--- config.mk ---
export PLATFORM = sky130hd
export DESIGN_NAME = complementary_filter_attitude
export DESIGN_NICKNAME = d
export VERILOG_FILES = /design/src/cfa_pkg.sv /design/src/cfa_cordic.sv /design/src/cfa_mac.sv /design/src/complementary_filter_attitude.sv
export SDC_FILE = /design/constraint.sdc
export NUM_CORES = 2
export LEC_CHECK = 0
export BUFFER_PORTS_ARGS = -buffer_cell sky130_fd_sc_hd__buf_4
export CORE_UTILIZATION = 55
export DETAILED_ROUTE_END_ITERATION = 10
export MAX_ROUTING_LAYER = met4
export PLACE_DENSITY = 0.69
export SLEW_MARGIN = 15
export SYNTH_ARGS = -nofsm -noshare
export SYNTH_HDL_FRONTEND = slang
export SYNTH_SLANG_ARGS = --single-unit
--- constraint.sdc ---
create_clock -name i_clk -period 25.9 [get_ports i_clk]
set_input_delay 0 -clock i_clk [delete_from_list [all_inputs] [get_ports i_clk]]
set_output_delay 0 -clock i_clk [all_outputs]
set_load 0.005 [all_outputs]
--- src/cfa_pkg.sv ---
`timescale 1ns / 1ps
// cfa_pkg: shared constants, angle table and types of the attitude filter
// no dependencies; used by cfa_cordic, cfa_mac and complementary_filter_attitude

package cfa_pkg;

    // default parameter values
    localparam int CORDIC_STEPS_DEF = 16;
    localparam int ANGLE_FRAC_DEF   = 16;

    // field widths
    localparam int TIME_W     = 32;
    localparam int RAW_W      = 16;
    localparam int ANGLE_W    = 32;
    localparam int INTERVAL_W = 10;
    localparam int WEIGHT_W   = 17;
    localparam int CFG_DATA_W = 17;
    localparam int CFG_IDX_W  = 1;

    // cordic
    localparam int TAB_LEN  = 24;
    localparam int TAB_FRAC = 24;
    localparam int IDX_W    = 5;
    localparam int XY_W     = 36;
    localparam int Z_W      = 36;
    localparam int XY_SCALE = 16;

    // shared multiplier and blend accumulator
    localparam int MUL_W    = 18;
    localparam int PROD_W   = 36;
    localparam int ACC_W    = 54;
    localparam int G_W      = 34;
    localparam int D_W      = 35;
    localparam int HI_SPLIT = 17;
    localparam int BLEND_SH = 16;
    localparam int GYRO_SH  = 14;

    // register indexes and reset values
    localparam logic [CFG_IDX_W-1:0] CFG_INTERVAL = 1'd0;
    localparam logic [CFG_IDX_W-1:0] CFG_WEIGHT   = 1'd1;
    localparam logic [INTERVAL_W-1:0] INTERVAL_RST = 10'd10;
    localparam logic [WEIGHT_W-1:0]   WEIGHT_RST   = 17'd64225;
    localparam logic [WEIGHT_W-1:0]   WEIGHT_ONE   = 17'd65536;

    localparam logic signed [Z_W-1:0] HALF_TURN_Q24 = 36'sd3019898880;

    // atan(2^-i) in degrees, 24 fraction bits
    localparam logic [31:0] ATAN_DEG_Q24 [TAB_LEN] = '{
        32'd754974720, 32'd445687602, 32'd235489088, 32'd119537938,
        32'd60000934,  32'd30029717,  32'd15018523,  32'd7509720,
        32'd3754917,   32'd1877466,   32'd938734,    32'd469367,
        32'd234684,    32'd117342,    32'd58671,     32'd29335,
        32'd14668,     32'd7334,      32'd3667,      32'd1833,
        32'd917,       32'd458,       32'd229,       32'd115
    };

    typedef enum logic [1:0] {
        ACC_HOLD,
        ACC_LOAD,
        ACC_ADD,
        ACC_ADD_SH
    } t_acc_op;

    typedef struct packed {
        logic    mul_en;
        t_acc_op acc_op;
    } t_mac_ctrl;

    typedef enum logic [1:0] {
        C_IDLE,
        C_ITER,
        C_ROUND,
        C_DONE
    } t_cord_state;

    typedef enum logic [3:0] {
        S_IDLE,
        S_GYRO,
        S_PITCH_GO,
        S_PITCH_WAIT,
        S_ROLL_GO,
        S_ROLL_WAIT,
        S_DIFF,
        S_MUL_LO,
        S_MUL_HI,
        S_ACC_HI,
        S_ROUND,
        S_OUT
    } t_seq_state;

endpackage

--- src/cfa_cordic.sv ---
`timescale 1ns / 1ps
// cfa_cordic: iterative vectoring cordic, atan2(y, x) in degrees, one step per cycle
// depends on cfa_pkg

module cfa_cordic #(
    parameter int CORDIC_STEPS    = cfa_pkg::CORDIC_STEPS_DEF,
    parameter int ANGLE_FRAC_BITS = cfa_pkg::ANGLE_FRAC_DEF
) (
    input  logic                              i_clk,
    input  logic                              i_rst_n,
    input  logic                              i_start,
    input  logic signed [cfa_pkg::RAW_W-1:0]  i_y,
    input  logic signed [cfa_pkg::RAW_W-1:0]  i_x,
    output logic                              o_done,
    output logic signed [ANGLE_FRAC_BITS+8:0] o_result
);

    localparam int ANG_W  = ANGLE_FRAC_BITS + 9;
    localparam int XY_W   = cfa_pkg::XY_W;
    localparam int Z_W    = cfa_pkg::Z_W;
    localparam int IDX_W  = cfa_pkg::IDX_W;
    localparam int N_ITER = (CORDIC_STEPS > cfa_pkg::TAB_LEN) ? cfa_pkg::TAB_LEN : CORDIC_STEPS;
    localparam int RND_SH = cfa_pkg::TAB_FRAC - ANGLE_FRAC_BITS;
    localparam logic signed [Z_W-1:0] RND_HALF = Z_W'(2 ** (RND_SH - 1));
    localparam logic [IDX_W-1:0] I_LAST = IDX_W'(N_ITER - 1);

    cfa_pkg::t_cord_state r_state, n_state;

    logic signed [XY_W-1:0]            r_x, r_y;
    logic signed [Z_W-1:0]             r_z;
    logic [IDX_W-1:0]                  r_i;
    logic signed [ANG_W-1:0]           r_res;

    logic                              x_neg;
    logic signed [cfa_pkg::RAW_W:0]    x_ext, y_ext, x_abs, y_rot;
    logic signed [Z_W-1:0]             z_init;
    logic signed [XY_W-1:0]            dx, dy;
    logic signed [Z_W-1:0]             tab_val;
    logic signed [Z_W-1:0]             z_sum, z_shift;

    // pre-rotation by a half turn for negative x
    always_comb begin
        x_neg = i_x[cfa_pkg::RAW_W-1];
        x_ext = (cfa_pkg::RAW_W + 1)'(i_x);
        y_ext = (cfa_pkg::RAW_W + 1)'(i_y);
        x_abs = x_neg ? -x_ext : x_ext;
        y_rot = x_neg ? -y_ext : y_ext;
        if (!x_neg) begin
            z_init = '0;
        end else if (i_y[cfa_pkg::RAW_W-1]) begin
            z_init = -cfa_pkg::HALF_TURN_Q24;
        end else begin
            z_init = cfa_pkg::HALF_TURN_Q24;
        end
    end

    always_comb begin
        dx      = r_y >>> r_i;
        dy      = r_x >>> r_i;
        tab_val = Z_W'(cfa_pkg::ATAN_DEG_Q24[r_i]);
        z_sum   = r_z + RND_HALF - Z_W'(r_z[Z_W-1]);
        z_shift = z_sum >>> RND_SH;
    end

    always_comb begin
        n_state = r_state;
        unique case (r_state)
            cfa_pkg::C_IDLE: begin
                if (i_start) begin
                    n_state = cfa_pkg::C_ITER;
                end
            end
            cfa_pkg::C_ITER: begin
                if (r_i == I_LAST) begin
                    n_state = cfa_pkg::C_ROUND;
                end
            end
            cfa_pkg::C_ROUND: n_state = cfa_pkg::C_DONE;
            cfa_pkg::C_DONE:  n_state = cfa_pkg::C_IDLE;
            default:          n_state = cfa_pkg::C_IDLE;
        endcase
    end

    always_comb begin
        o_done   = (r_state == cfa_pkg::C_DONE);
        o_result = r_res;
    end

    always_ff @(posedge i_clk) begin
        if (!i_rst_n) begin
            r_state <= cfa_pkg::C_IDLE;
        end else begin
            r_state <= n_state;
        end
    end

    always_ff @(posedge i_clk) begin
        if (r_state == cfa_pkg::C_IDLE && i_start) begin
            r_x <= XY_W'(x_abs) <<< cfa_pkg::XY_SCALE;
            r_y <= XY_W'(y_rot) <<< cfa_pkg::XY_SCALE;
            r_z <= z_init;
            r_i <= '0;
        end else if (r_state == cfa_pkg::C_ITER) begin
            if (!r_y[XY_W-1]) begin
                r_x <= r_x + dx;
                r_y <= r_y - dy;
                r_z <= r_z + tab_val;
            end else begin
                r_x <= r_x - dx;
                r_y <= r_y + dy;
                r_z <= r_z - tab_val;
            end
            r_i <= r_i + 1'b1;
        end else if (r_state == cfa_pkg::C_ROUND) begin
            r_res <= ANG_W'(z_shift);
        end
    end

endmodule

--- src/cfa_mac.sv ---
`timescale 1ns / 1ps
// cfa_mac: shared 18x18 signed multiplier with product register and blend accumulator
// depends on cfa_pkg; rounds and saturates the accumulator to a 32-bit angle

module cfa_mac (
    input  logic                               i_clk,
    input  cfa_pkg::t_mac_ctrl                 i_ctrl,
    input  logic signed [cfa_pkg::MUL_W-1:0]   i_op_a,
    input  logic signed [cfa_pkg::MUL_W-1:0]   i_op_b,
    input  logic signed [cfa_pkg::ACC_W-1:0]   i_load,
    output logic signed [cfa_pkg::PROD_W-1:0]  o_prod,
    output logic signed [cfa_pkg::ANGLE_W-1:0] o_round
);

    localparam int ACC_W = cfa_pkg::ACC_W;
    localparam int RND_W = ACC_W - cfa_pkg::BLEND_SH;
    localparam int OUT_W = cfa_pkg::ANGLE_W;
    localparam logic signed [ACC_W-1:0] RND_HALF = ACC_W'(2 ** (cfa_pkg::BLEND_SH - 1));
    localparam logic signed [OUT_W-1:0] OUT_MAX = {1'b0, {(OUT_W - 1){1'b1}}};
    localparam logic signed [OUT_W-1:0] OUT_MIN = {1'b1, {(OUT_W - 1){1'b0}}};

    logic signed [cfa_pkg::PROD_W-1:0] r_prod;
    logic signed [ACC_W-1:0]           r_acc;
    logic signed [ACC_W-1:0]           acc_sum, acc_shift;
    logic signed [RND_W-1:0]           rnd;
    logic                              rnd_fits;

    always_ff @(posedge i_clk) begin
        if (i_ctrl.mul_en) begin
            r_prod <= i_op_a * i_op_b;
        end
        case (i_ctrl.acc_op)
            cfa_pkg::ACC_LOAD:   r_acc <= i_load;
            cfa_pkg::ACC_ADD:    r_acc <= r_acc + ACC_W'(r_prod);
            cfa_pkg::ACC_ADD_SH: r_acc <= r_acc + (ACC_W'(r_prod) <<< cfa_pkg::HI_SPLIT);
            default:             r_acc <= r_acc;
        endcase
    end

    // round half away from zero, then clamp
    always_comb begin
        acc_sum   = r_acc + RND_HALF - ACC_W'(r_acc[ACC_W-1]);
        acc_shift = acc_sum >>> cfa_pkg::BLEND_SH;
        rnd       = RND_W'(acc_shift);
        rnd_fits  = (&rnd[RND_W-1:OUT_W-1]) || !(|rnd[RND_W-1:OUT_W-1]);
        if (rnd_fits) begin
            o_round = OUT_W'(rnd);
        end else if (rnd[RND_W-1]) begin
            o_round = OUT_MIN;
        end else begin
            o_round = OUT_MAX;
        end
        o_prod = r_prod;
    end

endmodule

--- src/complementary_filter_attitude.sv ---
`timescale 1ns / 1ps
// complementary_filter_attitude: top level, sequencer, angle state and registers
// depends on cfa_pkg, cfa_cordic and cfa_mac
//
// Input channel: i_in_valid with the timestamp and six raw imu readings, o_in_stall back.
// A request whose time since the last update is not above update_interval_ms is
// taken without a stall and gives no result. Otherwise the block stalls its input while
// it integrates the three gyro rates, runs two atan2 on the cordic unit and blends
// each angle through the shared multiplier, then loads the output register.
// Output channel: o_out_valid with yaw, pitch and roll, i_out_stall back.
// An updating request is integrated, runs the cordic twice and uses the 18x18
// multiplier twice per angle before o_out_valid; the next request can be taken
// in the same cycle as o_out_valid rises.
// A finished result waits in the output register while the receiver stalls, and a
// new request is accepted meanwhile; a second result then waits in the sequencer.
// Configuration: i_cfg_we writes i_cfg_data into register i_cfg_idx (0 interval,
// 1 gyro weight) at the clock edge; write only while no request is in flight.
// Reset (synchronous, active low): angles and last update time cleared, interval 10,
// weight 64225, output empty, input ready.

module complementary_filter_attitude #(
    parameter int CORDIC_STEPS    = cfa_pkg::CORDIC_STEPS_DEF,
    parameter int ANGLE_FRAC_BITS = cfa_pkg::ANGLE_FRAC_DEF
) (
    input  logic                                i_clk,
    input  logic                                i_rst_n,
    input  logic                                i_cfg_we,
    input  logic [cfa_pkg::CFG_IDX_W-1:0]       i_cfg_idx,
    input  logic [cfa_pkg::CFG_DATA_W-1:0]      i_cfg_data,
    input  logic                                i_in_valid,
    output logic                                o_in_stall,
    input  logic [cfa_pkg::TIME_W-1:0]          i_time_ms,
    input  logic signed [cfa_pkg::RAW_W-1:0]    i_accel_x,
    input  logic signed [cfa_pkg::RAW_W-1:0]    i_accel_y,
    input  logic signed [cfa_pkg::RAW_W-1:0]    i_accel_z,
    input  logic signed [cfa_pkg::RAW_W-1:0]    i_gyro_x,
    input  logic signed [cfa_pkg::RAW_W-1:0]    i_gyro_y,
    input  logic signed [cfa_pkg::RAW_W-1:0]    i_gyro_z,
    output logic                                o_out_valid,
    input  logic                                i_out_stall,
    output logic signed [cfa_pkg::ANGLE_W-1:0]  o_yaw_angle,
    output logic signed [cfa_pkg::ANGLE_W-1:0]  o_pitch_angle,
    output logic signed [cfa_pkg::ANGLE_W-1:0]  o_roll_angle
);

    localparam int ANG_W   = ANGLE_FRAC_BITS + 9;
    localparam int RAW_W   = cfa_pkg::RAW_W;
    localparam int MUL_W   = cfa_pkg::MUL_W;
    localparam int PROD_W  = cfa_pkg::PROD_W;
    localparam int ACC_W   = cfa_pkg::ACC_W;
    localparam int G_W     = cfa_pkg::G_W;
    localparam int D_W     = cfa_pkg::D_W;
    localparam int ANGLE_W = cfa_pkg::ANGLE_W;
    localparam int GY_R    = (ANGLE_FRAC_BITS >= cfa_pkg::GYRO_SH) ? 0 :
                             cfa_pkg::GYRO_SH - ANGLE_FRAC_BITS;
    localparam int GY_L    = (ANGLE_FRAC_BITS >= cfa_pkg::GYRO_SH) ?
                             ANGLE_FRAC_BITS - cfa_pkg::GYRO_SH : 0;
    localparam int GY_HALF = (GY_R > 0) ? 2 ** (GY_R - 1) : 0;

    localparam logic [1:0] K_YAW   = 2'd0;
    localparam logic [1:0] K_PITCH = 2'd1;
    localparam logic [1:0] K_ROLL  = 2'd2;
    localparam logic [2:0] GYRO_MUL_END = 3'd3;
    localparam logic [2:0] GYRO_LAST    = 3'd4;
    localparam logic [2:0] GYRO_WR_LAG  = 3'd2;

    cfa_pkg::t_seq_state r_state, n_state;

    // configuration
    logic [cfa_pkg::INTERVAL_W-1:0] r_interval;
    logic [cfa_pkg::WEIGHT_W-1:0]   r_weight;
    logic [cfa_pkg::WEIGHT_W-1:0]   w_sat;

    // filter state
    logic [cfa_pkg::TIME_W-1:0]     r_last;
    logic signed [ANGLE_W-1:0]      r_est [3];

    // captured request
    logic signed [RAW_W-1:0]        r_ax, r_ay, r_az, r_gx, r_gy, r_gz;

    // working registers
    logic [2:0]                     r_cnt;
    logic [1:0]                     r_k;
    logic signed [G_W-1:0]          r_step;
    logic signed [G_W-1:0]          r_g [3];
    logic signed [ANG_W-1:0]        r_a_pitch, r_a_roll;
    logic signed [D_W-1:0]          r_d;

    // output register
    logic                           r_out_valid;
    logic signed [ANGLE_W-1:0]      r_out_yaw, r_out_pitch, r_out_roll;

    logic [cfa_pkg::TIME_W-1:0]     elapsed;
    logic                           in_take, upd_take, out_free;
    logic [1:0]                     mul_idx, wr_idx;
    logic signed [RAW_W-1:0]        gyro_sel;
    logic signed [ANGLE_W-1:0]      est_sel;
    logic signed [PROD_W-1:0]       gsum, gshift;
    logic signed [G_W-1:0]          g_next;
    logic signed [ANG_W-1:0]        a_sel;

    cfa_pkg::t_mac_ctrl             mac_ctrl;
    logic signed [MUL_W-1:0]        op_a, op_b;
    logic signed [ACC_W-1:0]        acc_load;
    logic signed [PROD_W-1:0]       prod;
    logic signed [ANGLE_W-1:0]      mac_round;

    logic                           cord_start, cord_done;
    logic signed [RAW_W-1:0]        cord_y, cord_x;
    logic signed [ANG_W-1:0]        cord_res;

    cfa_cordic #(
        .CORDIC_STEPS    (CORDIC_STEPS),
        .ANGLE_FRAC_BITS (ANGLE_FRAC_BITS)
    ) u_cordic (
        .i_clk    (i_clk),
        .i_rst_n  (i_rst_n),
        .i_start  (cord_start),
        .i_y      (cord_y),
        .i_x      (cord_x),
        .o_done   (cord_done),
        .o_result (cord_res)
    );

    cfa_mac u_mac (
        .i_clk   (i_clk),
        .i_ctrl  (mac_ctrl),
        .i_op_a  (op_a),
        .i_op_b  (op_b),
        .i_load  (acc_load),
        .o_prod  (prod),
        .o_round (mac_round)
    );

    // request decode
    always_comb begin
        elapsed  = i_time_ms - r_last;
        in_take  = i_in_valid && !o_in_stall;
        upd_take = in_take && (elapsed > cfa_pkg::TIME_W'(r_interval));
        out_free = !r_out_valid || !i_out_stall;
        w_sat    = r_weight[cfa_pkg::WEIGHT_W-1] ? cfa_pkg::WEIGHT_ONE : r_weight;
    end

    // gyro integration step, rounded half away from zero
    always_comb begin
        mul_idx = r_cnt[1:0];
        wr_idx  = 2'(r_cnt - GYRO_WR_LAG);
        case (mul_idx)
            K_YAW:   gyro_sel = r_gz;
            K_PITCH: gyro_sel = r_gx;
            default: gyro_sel = r_gy;
        endcase
        case (wr_idx)
            K_YAW:   est_sel = r_est[0];
            K_PITCH: est_sel = r_est[1];
            default: est_sel = r_est[2];
        endcase
        if (GY_R > 0) begin
            gsum = prod + PROD_W'(GY_HALF) - PROD_W'(prod[PROD_W-1]);
        end else begin
            gsum = prod;
        end
        gshift = (gsum >>> GY_R) <<< GY_L;
        if (wr_idx == K_ROLL) begin
            g_next = G_W'(est_sel) - r_step;
        end else begin
            g_next = G_W'(est_sel) + r_step;
        end
        case (r_k)
            K_YAW:   a_sel = '0;
            K_PITCH: a_sel = r_a_pitch;
            default: a_sel = r_a_roll;
        endcase
    end

    // sequencer next state
    always_comb begin
        n_state = r_state;
        unique case (r_state)
            cfa_pkg::S_IDLE: begin
                if (upd_take) begin
                    n_state = cfa_pkg::S_GYRO;
                end
            end
            cfa_pkg::S_GYRO: begin
                if (r_cnt == GYRO_LAST) begin
                    n_state = cfa_pkg::S_PITCH_GO;
                end
            end
            cfa_pkg::S_PITCH_GO: n_state = cfa_pkg::S_PITCH_WAIT;
            cfa_pkg::S_PITCH_WAIT: begin
                if (cord_done) begin
                    n_state = cfa_pkg::S_ROLL_GO;
                end
            end
            cfa_pkg::S_ROLL_GO: n_state = cfa_pkg::S_ROLL_WAIT;
            cfa_pkg::S_ROLL_WAIT: begin
                if (cord_done) begin
                    n_state = cfa_pkg::S_DIFF;
                end
            end
            cfa_pkg::S_DIFF:   n_state = cfa_pkg::S_MUL_LO;
            cfa_pkg::S_MUL_LO: n_state = cfa_pkg::S_MUL_HI;
            cfa_pkg::S_MUL_HI: n_state = cfa_pkg::S_ACC_HI;
            cfa_pkg::S_ACC_HI: n_state = cfa_pkg::S_ROUND;
            cfa_pkg::S_ROUND: begin
                if (r_k == K_ROLL) begin
                    n_state = cfa_pkg::S_OUT;
                end else begin
                    n_state = cfa_pkg::S_DIFF;
                end
            end
            cfa_pkg::S_OUT: begin
                if (out_free) begin
                    n_state = cfa_pkg::S_IDLE;
                end
            end
            default: n_state = cfa_pkg::S_IDLE;
        endcase
    end

    // sequencer outputs
    always_comb begin
        o_in_stall      = (r_state != cfa_pkg::S_IDLE);
        mac_ctrl.mul_en = 1'b0;
        mac_ctrl.acc_op = cfa_pkg::ACC_HOLD;
        op_a            = MUL_W'(gyro_sel);
        op_b            = $signed(MUL_W'(r_interval));
        acc_load        = ACC_W'(a_sel) <<< cfa_pkg::BLEND_SH;
        cord_start      = 1'b0;
        cord_y          = r_ay;
        cord_x          = r_ax;
        unique case (r_state)
            cfa_pkg::S_GYRO: begin
                mac_ctrl.mul_en = (r_cnt < GYRO_MUL_END);
            end
            cfa_pkg::S_PITCH_GO: begin
                cord_start = 1'b1;
            end
            cfa_pkg::S_ROLL_GO: begin
                cord_start = 1'b1;
                cord_y     = r_ax;
                cord_x     = r_az;
            end
            cfa_pkg::S_DIFF: begin
                mac_ctrl.acc_op = cfa_pkg::ACC_LOAD;
            end
            cfa_pkg::S_MUL_LO: begin
                mac_ctrl.mul_en = 1'b1;
                op_a            = $signed({1'b0, r_d[cfa_pkg::HI_SPLIT-1:0]});
                op_b            = $signed({1'b0, w_sat});
            end
            cfa_pkg::S_MUL_HI: begin
                mac_ctrl.mul_en = 1'b1;
                mac_ctrl.acc_op = cfa_pkg::ACC_ADD;
                op_a            = $signed(r_d[D_W-1:cfa_pkg::HI_SPLIT]);
                op_b            = $signed({1'b0, w_sat});
            end
            cfa_pkg::S_ACC_HI: begin
                mac_ctrl.acc_op = cfa_pkg::ACC_ADD_SH;
            end
            default: begin
                mac_ctrl.mul_en = 1'b0;
            end
        endcase
    end

    // control and filter state
    always_ff @(posedge i_clk) begin
        if (!i_rst_n) begin
            r_state     <= cfa_pkg::S_IDLE;
            r_cnt       <= '0;
            r_k         <= K_YAW;
            r_last      <= '0;
            r_est[0]    <= '0;
            r_est[1]    <= '0;
            r_est[2]    <= '0;
            r_interval  <= cfa_pkg::INTERVAL_RST;
            r_weight    <= cfa_pkg::WEIGHT_RST;
            r_out_valid <= 1'b0;
        end else begin
            r_state <= n_state;
            if (i_cfg_we) begin
                case (i_cfg_idx)
                    cfa_pkg::CFG_INTERVAL: r_interval <= i_cfg_data[cfa_pkg::INTERVAL_W-1:0];
                    default:               r_weight   <= i_cfg_data;
                endcase
            end
            if (upd_take) begin
                r_last <= i_time_ms;
                r_cnt  <= '0;
            end else if (r_state == cfa_pkg::S_GYRO) begin
                r_cnt <= r_cnt + 1'b1;
            end
            if (r_state == cfa_pkg::S_ROLL_WAIT && cord_done) begin
                r_k <= K_YAW;
            end else if (r_state == cfa_pkg::S_ROUND) begin
                r_est[r_k] <= mac_round;
                r_k        <= r_k + 1'b1;
            end
            if (r_state == cfa_pkg::S_OUT && out_free) begin
                r_out_valid <= 1'b1;
            end else if (!i_out_stall) begin
                r_out_valid <= 1'b0;
            end
        end
    end

    // payload
    always_ff @(posedge i_clk) begin
        if (upd_take) begin
            r_ax <= i_accel_x;
            r_ay <= i_accel_y;
            r_az <= i_accel_z;
            r_gx <= i_gyro_x;
            r_gy <= i_gyro_y;
            r_gz <= i_gyro_z;
        end
        if (r_state == cfa_pkg::S_GYRO && r_cnt != '0 && r_cnt != GYRO_LAST) begin
            r_step <= G_W'(gshift);
        end
        if (r_state == cfa_pkg::S_GYRO && r_cnt >= GYRO_WR_LAG) begin
            r_g[wr_idx] <= g_next;
        end
        if (r_state == cfa_pkg::S_PITCH_WAIT && cord_done) begin
            r_a_pitch <= cord_res;
        end
        if (r_state == cfa_pkg::S_ROLL_WAIT && cord_done) begin
            r_a_roll <= cord_res;
        end
        if (r_state == cfa_pkg::S_DIFF) begin
            r_d <= D_W'(r_g[r_k]) - D_W'(a_sel);
        end
        if (r_state == cfa_pkg::S_OUT && out_free) begin
            r_out_yaw   <= r_est[0];
            r_out_pitch <= r_est[1];
            r_out_roll  <= r_est[2];
        end
    end

    assign o_out_valid   = r_out_valid;
    assign o_yaw_angle   = r_out_yaw;
    assign o_pitch_angle = r_out_pitch;
    assign o_roll_angle  = r_out_roll;

endmodule
---- After elaboration in Yosys (flattened, before gate mapping) ----
Memories as Yosys holds them, arrays and structs flattened. A register that Yosys moved wholly into a read port is not among the register bits.
Cells that the tools add are included.
cells by class
  mux-type cells .......................... 54
  bitwise gates (word level) .............. 5
  shift operators ......................... 2
  multipliers ............................. 1
  add/sub/neg operators ................... 22
  eq/ne operators ......................... 33
  magnitude comparators ................... 4
  reduce and logical (&&, ||, !) cells .... 36
operator list
  cell                    number
  $mux 36                 11
  $pmux 54 s3             1
  $mux 32                 5
  $add 36x36->36          2
  $sshr 36x5->36          2
  $sub 36x36->36          2
  $mux 17                 4
  $pmux 32 s2             1
  $add 54x16->54 const B  1
  $add 54x36->54          1
  $add 54x53->54          1
  $sub 54x1->54           1
  $pmux 25 s2             1
  $pmux 4 s12             1
  $add 36x33->36          1
  $mul 18x18->36          1
  $pmux 18 s2             1
  $sub 36x33->36          1
  $sub 34x25->35          1
  $add 32x34->34          1
  $mux 34                 1
  $neg 16->17             2
  $sub 32x34->34          1
  $add 33x8->33 const B   1
  46 further kinds        112
storage, ports and cells
  RAM bits ................................ 198
  register bits ........................... 608
  memories ................................ 3
  memory bits (read-only) ................. 1024
  word-level logic and storage cells ...... 190
memory list
  memory           depth  width  rd ports  clocked after memory_dff  wr ports  RTL line                             RTL
  (no name shown)  32     32     1         0                         0         cfa_cordic.sv:60                     tab_val = Z_W'(cfa_pkg::ATAN_DEG_Q24[r_i]);
  r_g              3      34     1         1                         1         complementary_filter_attitude.sv:85  logic signed [G_W-1:0] r_g [3];
  r_est            3      32     3         0                         3         complementary_filter_attitude.sv:76  logic signed [ANGLE_W-1:0] r_est [3];

---- Depth between registers and ports, before layout ----
  depth in word-level cells ............... 8
  gate-level depth with buffers ........... 36
  depth with buffers taken out ............ 32

---- Modules after synthesis ----
A second synthesis with hierarchy kept.
second synthesis, totals
  cell total of the unflattened synthesis .. 7360
  area, all modules ....................... 70999.3 sq um
by module, submodules not included
  module                         sequential area each (sq um)  cells an instance  area each (sq um)  instances
  complementary_filter_attitude  16646.0                       2237               27231.1            1
  cfa_mac                        2702.6                        2737               23368.7            1
  cfa_cordic                     3813.7                        2386               20399.6            1

---- Worst setup path after synthesis ----
OpenSTA, ideal clock, no wires.
  path type ............................... register -> register
  start ................................... register r_state[2]
  end ..................................... register u_mac.r_prod (netlist bit u_mac.o_prod[34]) (data pin)
  setup slack ............................. 17.590 ns
  arrival time ............................ 8.044 ns
  period minus slack after synthesis ...... 8.310 ns
  cell stages (with the launch flop) ...... 35
  path through ............................ dfxtp_1 > clkbuf_1 > nor2_1 > and2_1 > clkbuf_1 > inv_2 > nor2_1 > nor2_1 > clkbuf_1 > nor3b_1 > a21oi_1 > clkbuf_1 > nor2_1 > fa_1 > inv_1 > fa_1 > fa_1 > inv_1 > fa_1 > fa_1 > inv_1 > fa_1 > inv_1 > ha_1 > a21oi_1 > o21ai_0 > a21o_1 > a21o_1 > a2111oi_0 > nor3_1 > nand4_1 > and3_1 > o41a_1 > o21ai_0 > xor2_1
on the way
  word-level cells in the longest chain between the ends .. 4
  elaborated cells between the ends (all ways) .. 6
  those cells by class .................... mul: 1; eq/ne: 2; mux: 2; reduce/logical: 1
ends and longest elaborated chain
  element                                   RTL line                              RTL
  start: declaration                        complementary_filter_attitude.sv:67   cfa_pkg::t_seq_state r_state, n_state;
  start signal: assignment                  complementary_filter_attitude.sv:271  r_state <= cfa_pkg::S_IDLE;
  start signal: assignment                  complementary_filter_attitude.sv:282  r_state <= n_state;
  $eq 4x4->1 or $eq 4x3->1 (tied branches)  complementary_filter_attitude.sv:233  unique case (r_state)
  $reduce_or 2->1 (no line)                 --
  $mux 17                                   complementary_filter_attitude.sv:233
  $mul 18x18->36 *                          cfa_mac.sv:30                         r_prod <= i_op_a * i_op_b;
  end signal: assignment                    cfa_mac.sv:30
  end: declaration                          cfa_mac.sv:22                         logic signed [cfa_pkg::PROD_W-1:0] r_prod;
Every way passes the cells marked *; elsewhere a longest branch is shown, timed or not.
A chain may end at the register's enable or synchronous reset.

---- Worst setup path in the final report ----
  start ................................... register r_state[1]
  end ..................................... register u_mac.r_prod (netlist bit u_mac.o_prod[34]) (data pin)
Same word-level chain as after synthesis.

==> flow_summary.rst <==
.. list-table::
   :header-rows: 1

   * - Metric
     - Value
   * - Unique cell type count in the Yosys netlist
     - 93
   * - Cell type with the largest total area after synthesis
     - edfxtp_1
   * - Cell with the largest stage delay on the worst path
     - a2111oi_0
   * - Cell count after synthesis
     - 7479
   * - Critical R2R Launch
     - r_state[1]
   * - Setup violations, final
     - 0
   * - Count of routing violations after the opening detailed-route iteration
     - 6559
   * - Final cycle utilization of the critical path
     - 40.2%
   * - Largest vdd supply drop
     - 148 uV
   * - Number of cells traversed by the worst hold path
     - 2
   * - Number of CTS-inserted buffers
     - 92
   * - Routed length per placed instance
     - 24.4 microns
   * - Reported max-cap violation count
     - 0
   * - Share of the yosys chip area belonging to registers
     - 32.9%
   * - Global-route wire length before repair
     - 355 mm
   * - Synth Net Count
     - 8448
   * - Share of post-route cells with drive strength above 1
     - 8.96%
   * - DRC Markers
     - 0
   * - Accumulated negative setup slack
     - 0 ns
   * - Final cell count without fillers
     - 9580
   * - Ranking of synthesized cells by area
     - edfxtp_1 (30%), fa_1 (9.1%), ha_1 (8.9%)
   * - Pre-CTS worst setup slack
     - 15.56 ns
   * - Detailed-placement wirelength estimate
     - 175 mm
   * - Worst Reg-to-Reg Cells
     - 32
   * - Global placer's final weighted congestion
     - 1.03
   * - Number of flops mapped to enable cells by yosys
     - 698
   * - Maximum fanout along the worst path
     - 24
   * - Origin of the worst min-delay path
     - i_gyro_y[10]
   * - Cell area power density
     - 139 mW/mm^2
   * - Most common cell after layout, fill and taps aside
     - nand2_1
   * - Routed vias
     - 60284
   * - Fin worst setup slack
     - 15.50 ns
   * - Slew HR
     - 18.0%
   * - Clock insertion delay at the later pin of the skew report
     - 0.76 ns
   * - Number of buffers inserted to repair setup after CTS
     - 0
   * - Post-Synthesis Cell Area
     - 0.0704 sq mm
   * - Endpoint of the worst register-to-register path
     - u_mac.o_prod[34]
   * - Final Net Count
     - 8818
   * - Ys async rst share
     - 0%
   * - CORE AREA
     - 0.126 sq mm
   * - Status
     - completed
   * - Clock tree buffer depth
     - 3
   * - Placement Rows
     - 130
   * - Leading cell types in the layout, fill and taps excluded
     - nand2_1 (743), edfxtp_1 (698), inv_1 (653)
   * - Kind of capture point of the worst setup path
     - flip-flop
   * - Prevailing post-synth register cell
     - edfxtp_1
   * - Hold-fix buffer count after cts
     - 266
   * - Post-CTS clock slew at the launch and capture registers of the worst setup and hold paths
     - 0.06 ns
   * - Number of top-level pins
     - 249
   * - Number of search-and-repair iterations in the first detailed-routing pass
     - 6
   * - H-tree levels
     - 3
   * - Detail Route Antenna Nets
     - 0
   * - Category of the worst setup path launch point
     - flip-flop
   * - Total Wirelength
     - 234 mm
   * - Yosys warns
     - 0
   * - Area share of the largest cell type after synthesis
     - 29.8%
   * - Ratio of routed vias to standard cells
     - 6.29
   * - Worst EP required
     - 26.38 ns
   * - Die outline height
     - 360 microns
   * - Via count of the first global-routing pass
     - 58389
   * - Worst path most repeated cell
     - fa_1
   * - Unrepaired setup endpoints after global routing
     - no
   * - Number of buffers added on ports
     - 248
   * - TritonCTS clock tree
     - built
   * - Multi-input combinational cell area
     - 0.0436 sq mm
   * - Power Total
     - 0.0110 W
   * - Number of clock sinks seen by CTS
     - 808
   * - Cell at the root of the clock tree
     - clkbuf_16
   * - Number of register bits inferred by synthesis
     - 808
   * - Initial core utilization
     - 55.7%
   * - Post-Route Utilization
     - 63.1%
   * - Hold WC Path Type
     - in2reg
   * - Layout filler cell count
     - 10452
   * - Register area
     - 0.0232 sq mm
   * - Number of hold-slack violations in the final timing report
     - 0
   * - FMAX
     - 0.0961 GHz
   * - Overflow after GRT
     - 0
   * - Average cell area after synthesis
     - 9.42 sq um
   * - Global routing usage summed across all routing layers
     - 36.8%
   * - Critical setup path kind
     - reg2reg
   * - Actual slew at the worst max-slew pin
     - 1.23 ns
   * - Leakage Power
     - 32.8 nW
   * - Fin Clk Skew
     - 0.0500 ns
   * - Worst hold path endpoint
     - r_gy[10]
   * - Die area
     - 0.129 sq mm
   * - Placed cells
     - 9139
   * - Max Slew Vio Count
     - 0
   * - Initial antenna violation count
     - 10
   * - Slowest Stage Delay on Critical Path
     - 0.77 ns
   * - Minimum period implied by the final worst setup slack
     - 10.40 ns
   * - R2r setup slk
     - 15.50 ns
   * - Die Span X
     - 360 microns
   * - Layout overhead on the synthesized area
     - 13.2%
   * - Worst endpoint data arrival time
     - 10.89 ns
   * - Number of gates resized after CTS
     - 0
   * - Maximum number of pins on one net before global-route repair
     - 81
[state kept, by name (all words and copies together), names as in the netlist, 17 cells and up, named ones only]
| signal | count |
|---|---|
| r_g | 102 |
| r_est | 96 |
| u_mac.r_acc | 54 |
| u_cordic.r_x | 36 |
| u_cordic.r_y | 36 |
| u_cordic.r_z | 36 |
| u_mac.o_prod | 36 |
| r_d | 35 |
| o_pitch_angle | 32 |
| o_roll_angle | 32 |
| o_yaw_angle | 32 |
| r_last | 32 |
| r_step | 32 |
| r_a_pitch | 25 |
| r_a_roll | 25 |
| u_cordic.o_result | 25 |
| r_weight | 17 |
[cells in the mapped netlist, types with 23 or more instances]
cell type,instances
a211oi_1,76
mux4_2,88
edfxtp_1,698
o21a_1,75
and3_1,52
a21oi_1,581
a221oi_1,44
nand4_1,56
o21ai_0,360
nand2_1,744
xnor2_1,318
nand2b_1,104
buf_1,33
or2_2,30
nor4_1,23
xor2_1,168
ha_1,499
o22ai_1,58
inv_1,655
clkbuf_1,254
nor3b_1,44
o211ai_1,48
fa_1,319
nand3_1,107
dfxtp_1,110
mux2i_1,181
o31ai_1,33
buf_2,26
a21boi_0,36
a21o_1,177
nor3_1,132
and2_1,50
a22oi_1,68
mux2_2,47
nor2b_1,89
o21bai_1,59
a31oi_1,67
nor2_1,619
or3_1,30
[report_power, final]
part	switching (W)	internal (W)	total (W)	leakage (nW)
Clock	0.000595	0.000805	0.00140	1.53
Combinational	0.00442	0.00305	0.00747	23.9
Sequential	0.000352	0.00183	0.00218	7.39
Total	0.00537	0.00568	0.0110	32.8
[kinds of logic after synthesis]
family                   share of synthesized area, %
XOR/XNOR                                         6.08
adder cells (fa/ha/maj)                          17.9
AO/OA/AOI/OAI                                    17.6
AND/OR/NAND/NOR                                  13.9
flip-flops                                       32.9
buffers and inverters                            5.43
multiplexers                                     6.22
[worst max path at each step]
stage | start | slack (ns) | endpoint
finish | r_state[1] | 15.50 | u_mac.o_prod[34]
global route | r_state[1] | 14.81 | u_mac.o_prod[35]
CTS | r_state[1] | 15.53 | u_mac.o_prod[34]
detailed placement | r_state[1] | 15.56 | u_mac.o_prod[34]
global placement | r_state[1] | 15.71 | u_mac.o_prod[34]
floorplan | r_state[2] | 17.59 | u_mac.o_prod[34]
[critical path, delay by kind of cell, from the launching register on]
family	cells	cell delay [ns]
buf+inv	7	0.71
flops	1	0.39
simple gates	10	3.51
xor+xnor	1	0.15
fa+ha+maj	7	3.48
compound gates	7	1.82
[per-layer routing]
metal | GRT usage [%] | wire [microns] | vias up
li1 | - | - | 27537
met1 | 46.9 | 95000 | 29421
met2 | 57.4 | 107000 | 2742
met3 | 6.49 | 20100 | 584
met4 | 16.1 | 11900 | 0
met5 | - | 0 | -
[metrics by stage]
| step | area, sq um | hold slack (ns) |
|---|---|---|
| final | 79700 | 0.0410 |
| after detailed placement | 73800 | 0.179 |
| after CTS | 79700 | 0.00183 |
| after global placement | 73800 | 0.178 |
| after global routing | 79700 | 0.0185 |
| after floorplan | 70400 | 0.0989 |
[final cells by class]
type	count	area share, %
multi-input combinational	5682	54.7
sequential	808	29.1
timing repair buffer	604	6.52
inverter	661	3.11
clock buffer	108	2.98
tap	1650	2.59
clock inverter	61	1.04
antenna	6	0.0188
Power figures use the tool's default switching activity.
